**config.mk**
```make
export PLATFORM = sky130hd
export DESIGN_NAME = plct_ctrl
export DESIGN_NICKNAME = d
export VERILOG_FILES = /design/src/design/plct_pkg.sv /design/src/design/plct_ctrl.sv
export SDC_FILE = /design/constraint.sdc
export NUM_CORES = 1
export LEC_CHECK = 0
export ABC_AREA = 1
export BUFFER_PORTS_ARGS = -buffer_cell sky130_fd_sc_hd__buf_2
export CAP_MARGIN = 20
export CORE_AREA = 2 2 39 41
export DETAILED_ROUTE_END_ITERATION = 10
export DIE_AREA = 0 0 41 43
export GPL_TIMING_DRIVEN = 0
export PLACE_DENSITY = 0.81
export SETUP_SLACK_MARGIN = 0.3
export SYNTH_ARGS = -nofsm -noshare
export SYNTH_HDL_FRONTEND = slang
export SYNTH_SLANG_ARGS = --single-unit
```
**constraint.sdc**
```tcl
create_clock -name clk_i -period 3.42 [get_ports clk_i]
set_input_delay 0.513 -clock clk_i [delete_from_list [all_inputs] [get_ports clk_i]]
set_output_delay 0.513 -clock clk_i [all_outputs]
set_load 0.05 [all_outputs]
```
**src/design/plct_pkg.sv**
```systemverilog
// Shared types and constants of the piecewise-linear calibration table.
// Used by the top level, plct_ctrl, plct_dp and plct_div; depends on nothing else.
package plct_pkg;

  // Request codes of the input channel.
  typedef enum logic [2:0] {
    REQ_ADD    = 3'd0,
    REQ_DELETE = 3'd1,
    REQ_CLEAR  = 3'd2,
    REQ_LOOKUP = 3'd3,
    REQ_READ   = 3'd4
  } req_e;

  // Controller states.
  typedef enum logic [3:0] {
    ST_IDLE,
    ST_DECODE,
    ST_PREP,
    ST_ENTRY,
    ST_SCAN0,
    ST_SCAN,
    ST_MUL,
    ST_DIVGO,
    ST_DIV,
    ST_FIN,
    ST_WRITE,
    ST_RDWAIT,
    ST_DONE
  } state_e;

  // Fixed field and arithmetic widths.
  localparam int unsigned ValW  = 16;
  localparam int unsigned NumW  = 32;
  localparam int unsigned DenW  = 16;

  // Commands from the controller to the datapath.
  typedef struct packed {
    logic capture;
    logic edit;
    logic set_ok;
    logic rd_done;
    logic prep;
    logic entry;
    logic scan0;
    logic scan;
    logic mul;
    logic div_start;
    logic fin;
    logic write;
    logic out_load;
  } cmd_t;

  // Status from the datapath to the controller.
  typedef struct packed {
    req_e req;
    logic edit_ok;
    logic lt2;
    logic below;
    logic above;
    logic hit;
    logic flat;
    logic p_last;
    logic ent_last;
    logic div_done;
    logic out_free;
  } sts_t;

endpackage

```
**src/design/plct_ctrl.sv**
```systemverilog
// Controller state machine that sequences the datapath.
// Depends on plct_pkg for the state, command and status types.
module plct_ctrl (
  input  logic           clk_i,
  input  logic           rst_ni,
  input  logic           in_valid_i,
  output logic           in_stall_o,
  input  plct_pkg::sts_t sts_i,
  output plct_pkg::cmd_t cmd_o
);

  plct_pkg::state_e state_q, state_d;

  // State register.
  always_ff @(posedge clk_i or negedge rst_ni) begin
    if (!rst_ni) begin
      state_q <= plct_pkg::ST_IDLE;
    end else begin
      state_q <= state_d;
    end
  end

  // Next state and commands.
  always_comb begin
    state_d    = state_q;
    cmd_o      = '0;
    in_stall_o = (state_q != plct_pkg::ST_IDLE);
    case (state_q)
      plct_pkg::ST_IDLE: begin
        if (in_valid_i) begin
          cmd_o.capture = 1'b1;
          state_d       = plct_pkg::ST_DECODE;
        end
      end
      plct_pkg::ST_DECODE: begin
        case (sts_i.req)
          plct_pkg::REQ_ADD, plct_pkg::REQ_DELETE, plct_pkg::REQ_CLEAR: begin
            cmd_o.edit = 1'b1;
            state_d    = sts_i.edit_ok ? plct_pkg::ST_PREP : plct_pkg::ST_DONE;
          end
          plct_pkg::REQ_LOOKUP: begin
            cmd_o.set_ok = 1'b1;
            state_d      = plct_pkg::ST_PREP;
          end
          plct_pkg::REQ_READ: begin
            state_d = plct_pkg::ST_RDWAIT;
          end
          default: begin
            state_d = plct_pkg::ST_DONE;
          end
        endcase
      end
      plct_pkg::ST_PREP: begin
        cmd_o.prep = 1'b1;
        state_d    = sts_i.lt2 ? plct_pkg::ST_DONE : plct_pkg::ST_ENTRY;
      end
      plct_pkg::ST_ENTRY: begin
        cmd_o.entry = 1'b1;
        state_d = (sts_i.below || sts_i.above) ? plct_pkg::ST_WRITE : plct_pkg::ST_SCAN0;
      end
      plct_pkg::ST_SCAN0: begin
        cmd_o.scan0 = 1'b1;
        state_d     = plct_pkg::ST_SCAN;
      end
      plct_pkg::ST_SCAN: begin
        cmd_o.scan = 1'b1;
        if (sts_i.hit && sts_i.flat) begin
          state_d = plct_pkg::ST_WRITE;
        end else if (sts_i.hit) begin
          state_d = plct_pkg::ST_MUL;
        end else if (sts_i.p_last) begin
          state_d = plct_pkg::ST_WRITE;
        end
      end
      plct_pkg::ST_MUL: begin
        cmd_o.mul = 1'b1;
        state_d   = plct_pkg::ST_DIVGO;
      end
      plct_pkg::ST_DIVGO: begin
        cmd_o.div_start = 1'b1;
        state_d         = plct_pkg::ST_DIV;
      end
      plct_pkg::ST_DIV: begin
        if (sts_i.div_done) begin
          state_d = plct_pkg::ST_FIN;
        end
      end
      plct_pkg::ST_FIN: begin
        cmd_o.fin = 1'b1;
        state_d   = plct_pkg::ST_WRITE;
      end
      plct_pkg::ST_WRITE: begin
        cmd_o.write = 1'b1;
        if (sts_i.req == plct_pkg::REQ_LOOKUP || sts_i.ent_last) begin
          state_d = plct_pkg::ST_DONE;
        end else begin
          state_d = plct_pkg::ST_ENTRY;
        end
      end
      plct_pkg::ST_RDWAIT: begin
        cmd_o.rd_done = 1'b1;
        state_d       = plct_pkg::ST_DONE;
      end
      plct_pkg::ST_DONE: begin
        if (sts_i.out_free) begin
          cmd_o.out_load = 1'b1;
          state_d        = plct_pkg::ST_IDLE;
        end
      end
      default: begin
        state_d = plct_pkg::ST_IDLE;
      end
    endcase
  end

endmodule

```
==> impl_metrics.ini <==
[yosys]
syn-num-nets = 129
synth_fa_ha_area_frac = 0
syn_inst = 113
synthMuxAreaShare = 0
synth_top_family_by_area = simple AND/OR/NAND/NOR gates
yosys.area_share.simple = 0.556
yosys_warnings = 0
synth_compound_area_frac = 0.0823
ys_seq_area_frac = 0.173
synth_xor_area_frac = 0
synth_area_um2 = 578
synth.avg_cell_area_um2 = 5.12
yosys_register_bits = 4
synth.distinct_cells = 17

[finish]
most-common-layout-cells = 34 x nand2_1, 29 x buf_2, 19 x inv_1, 19 x nor2_1, 8 x inv_2
fill_cells = 150
drive_above_1_share = 0.345
reg_top3 = state_q: 4 flops
multiInputGateArea_um2 = 369
seq_area_um2 = 100
mostFrequentLayoutCell = nand2_1
fin_cells = 161
largest_register_ffs = 4
largest_register = state_q
area_growth_syn_to_layout_pct = 32.5
diodes = 0
fin_nets = 163

[worst_setup_path]
end_kind = output port
cp_data_required_time_ns = 2.91
reg2reg_to = state_q[1]$_DFFE_PN0P_
rr_worst_depth = 7
max_stage_delay_ns = 0.42
cp_cell_sequence = nor2_1, inv_2, nor4_1, buf_2
r2r_slack_ns = 2.08
cp_max_fo = 5
cp.arrival_ns = 1.45
crit_type = reg2out
critPathLaunchType = flop
r2r-start = state_q[3]$_DFFE_PN0P_
cp_slowest_cell = dfrtp_1

[placed_design]
globalplace.congestion = 0.804
dp_hpwl_um = 1270
place_ws_ns = 1.70
io_buffers = 29
dpl.cell_count = 158

[routing]
wl_um = 1480
viasPerCell = 4.66
drcViolationCount = 0
vias = 750
wl_per_cell_um = 9.21
dr.pass1.iters = 2
first_iter_violations = 3
postRouteAntennaNets = 0

[timing]
timing.final.ws_setup_ns = 1.46
finalSetupViolCount = 0
holdWs_ns = 0.0580
max_slew.worst_pin.slew_ns = 0.237
rsz0062_at_grt = no
tns_ns = 0
hold_viol_final = 0
period_share = 0.573
slew_violations = 0
period_needed_ns = 1.96
max_slew_margin = 0.841
finClkSkew_ns = 0.00861
max_freq_mhz = 511

[global_routing]
groute.usage.overall = 0.204
grt_max_degree = 7
grt_overflow = 0
use_met2 = 0.338
grt_pass1_wl_um = 2530
grt_antenna_before_repair = 0
gr-usage-met3 = 0.0157
grt_pass1_vias = 636
met1_usage = 0.249
globalRoute.busiestLayer = met2

[floorplanning]
initial_core_util = 0.418
dieWidth_um = 41
ioPinCount = 30
die_y_um = 43
dieArea_mm2 = 0.00176
rows = 14
core_mm2 = 0.00138

[run_status]
status = finished clean

[min_path]
hp-class = in2async

[clocking]
cts_setup_buffers = 0
cts_root_buf = clkbuf_4
clk_path_buf_depth = 2
cts_buffers = 3
holdBufCountCts = 0
numClockSinks = 4
clock_latency_ns = 0.25
path_clk_slew_ns = 0.05
cts_tree = built
htreeDepth = 1
cts_resized = 0

[pwr]
total_power_mw = 0.625
power.leakage_nw = 0.534
p_per_area_mw_per_mm2 = 816
ir_drop_v = 0.000325

[flow_run]
maxCapViolations = 0
-- cell families (layout without fill, tap and decap cells) --
group / Yosys count / count (layout)
compound gates: 8 / 8
simple gates: 72 / 72
flops: 4 / 4
buf+inv: 29 / 61
-- cell usage after synthesis, drive strengths merged --
library cell	count	area, um^2
dfrtp	4	100
clkinv	2	7.51
a21oi	2	10.0
nor4	1	6.26
nand3	6	30.0
nor2	23	106
o21ai	6	37.5
inv	27	101
nand3b	1	7.51
nand2	38	153
nand4	2	12.5
and2	1	6.26
-- power by group --
part           internal [mW]  switching, mW  total [mW]
logic                  0.129          0.328       0.456
clock network         0.0396         0.0238      0.0633
registers             0.0706         0.0347       0.105
-- worst max-delay path: cells and delay by family (launching register included) --
family        cells  cell delay [ns]
simple gates      2             0.37
flops             1             0.42
buf+inv           2             0.40
-- cell type report --
class                      count  share of cell area
tap                           16              0.0261
sequential                     4               0.131
timing repair buffer          29               0.190
inverter                      29               0.142
clock buffer                   3              0.0294
multi-input combinational     80               0.482
-- worst max-delay path by stage --
stage | startpoint | to | slack [ns] | depth (start not counted)
floorplan | state_q[1]$_DFFE_PN0P_ | cmd_o[0] | 0.80 | 3
CTS | state_q[0]$_DFFE_PN0P_ | cmd_o[0] | 1.45 | 4
global placement | state_q[1]$_DFFE_PN0P_ | cmd_o[12] | 1.72 | 6
finish | state_q[0]$_DFFE_PN0P_ | cmd_o[0] | 1.46 | 4
detailed placement | sts_i[11] | cmd_o[11] | 1.70 | 5
global route | state_q[3]$_DFFE_PN0P_ | cmd_o[12] | 1.37 | 6
-- stage by stage --
| step | instance area, um^2 | utilization |
|---|---|---|
| 2_1_floorplan | 578 | - |
| 3_3_place_gp | 743 | 0.537 |
| 3_5_place_dp | 743 | 0.537 |
| 4_1_cts | 766 | 0.553 |
| 5_1_grt | 766 | 0.553 |
| 6_report | 766 | 0.553 |
-- per-layer routing --
| layer | wire length, um | vias up |
|---|---|---|
| li1 | - | 398 |
| met1 | 583 | 325 |
| met2 | 787 | 22 |
| met3 | 75 | 5 |
| met4 | 38 | 0 |
| met5 | 0 | - |
Power figures use the tool's default switching activity.
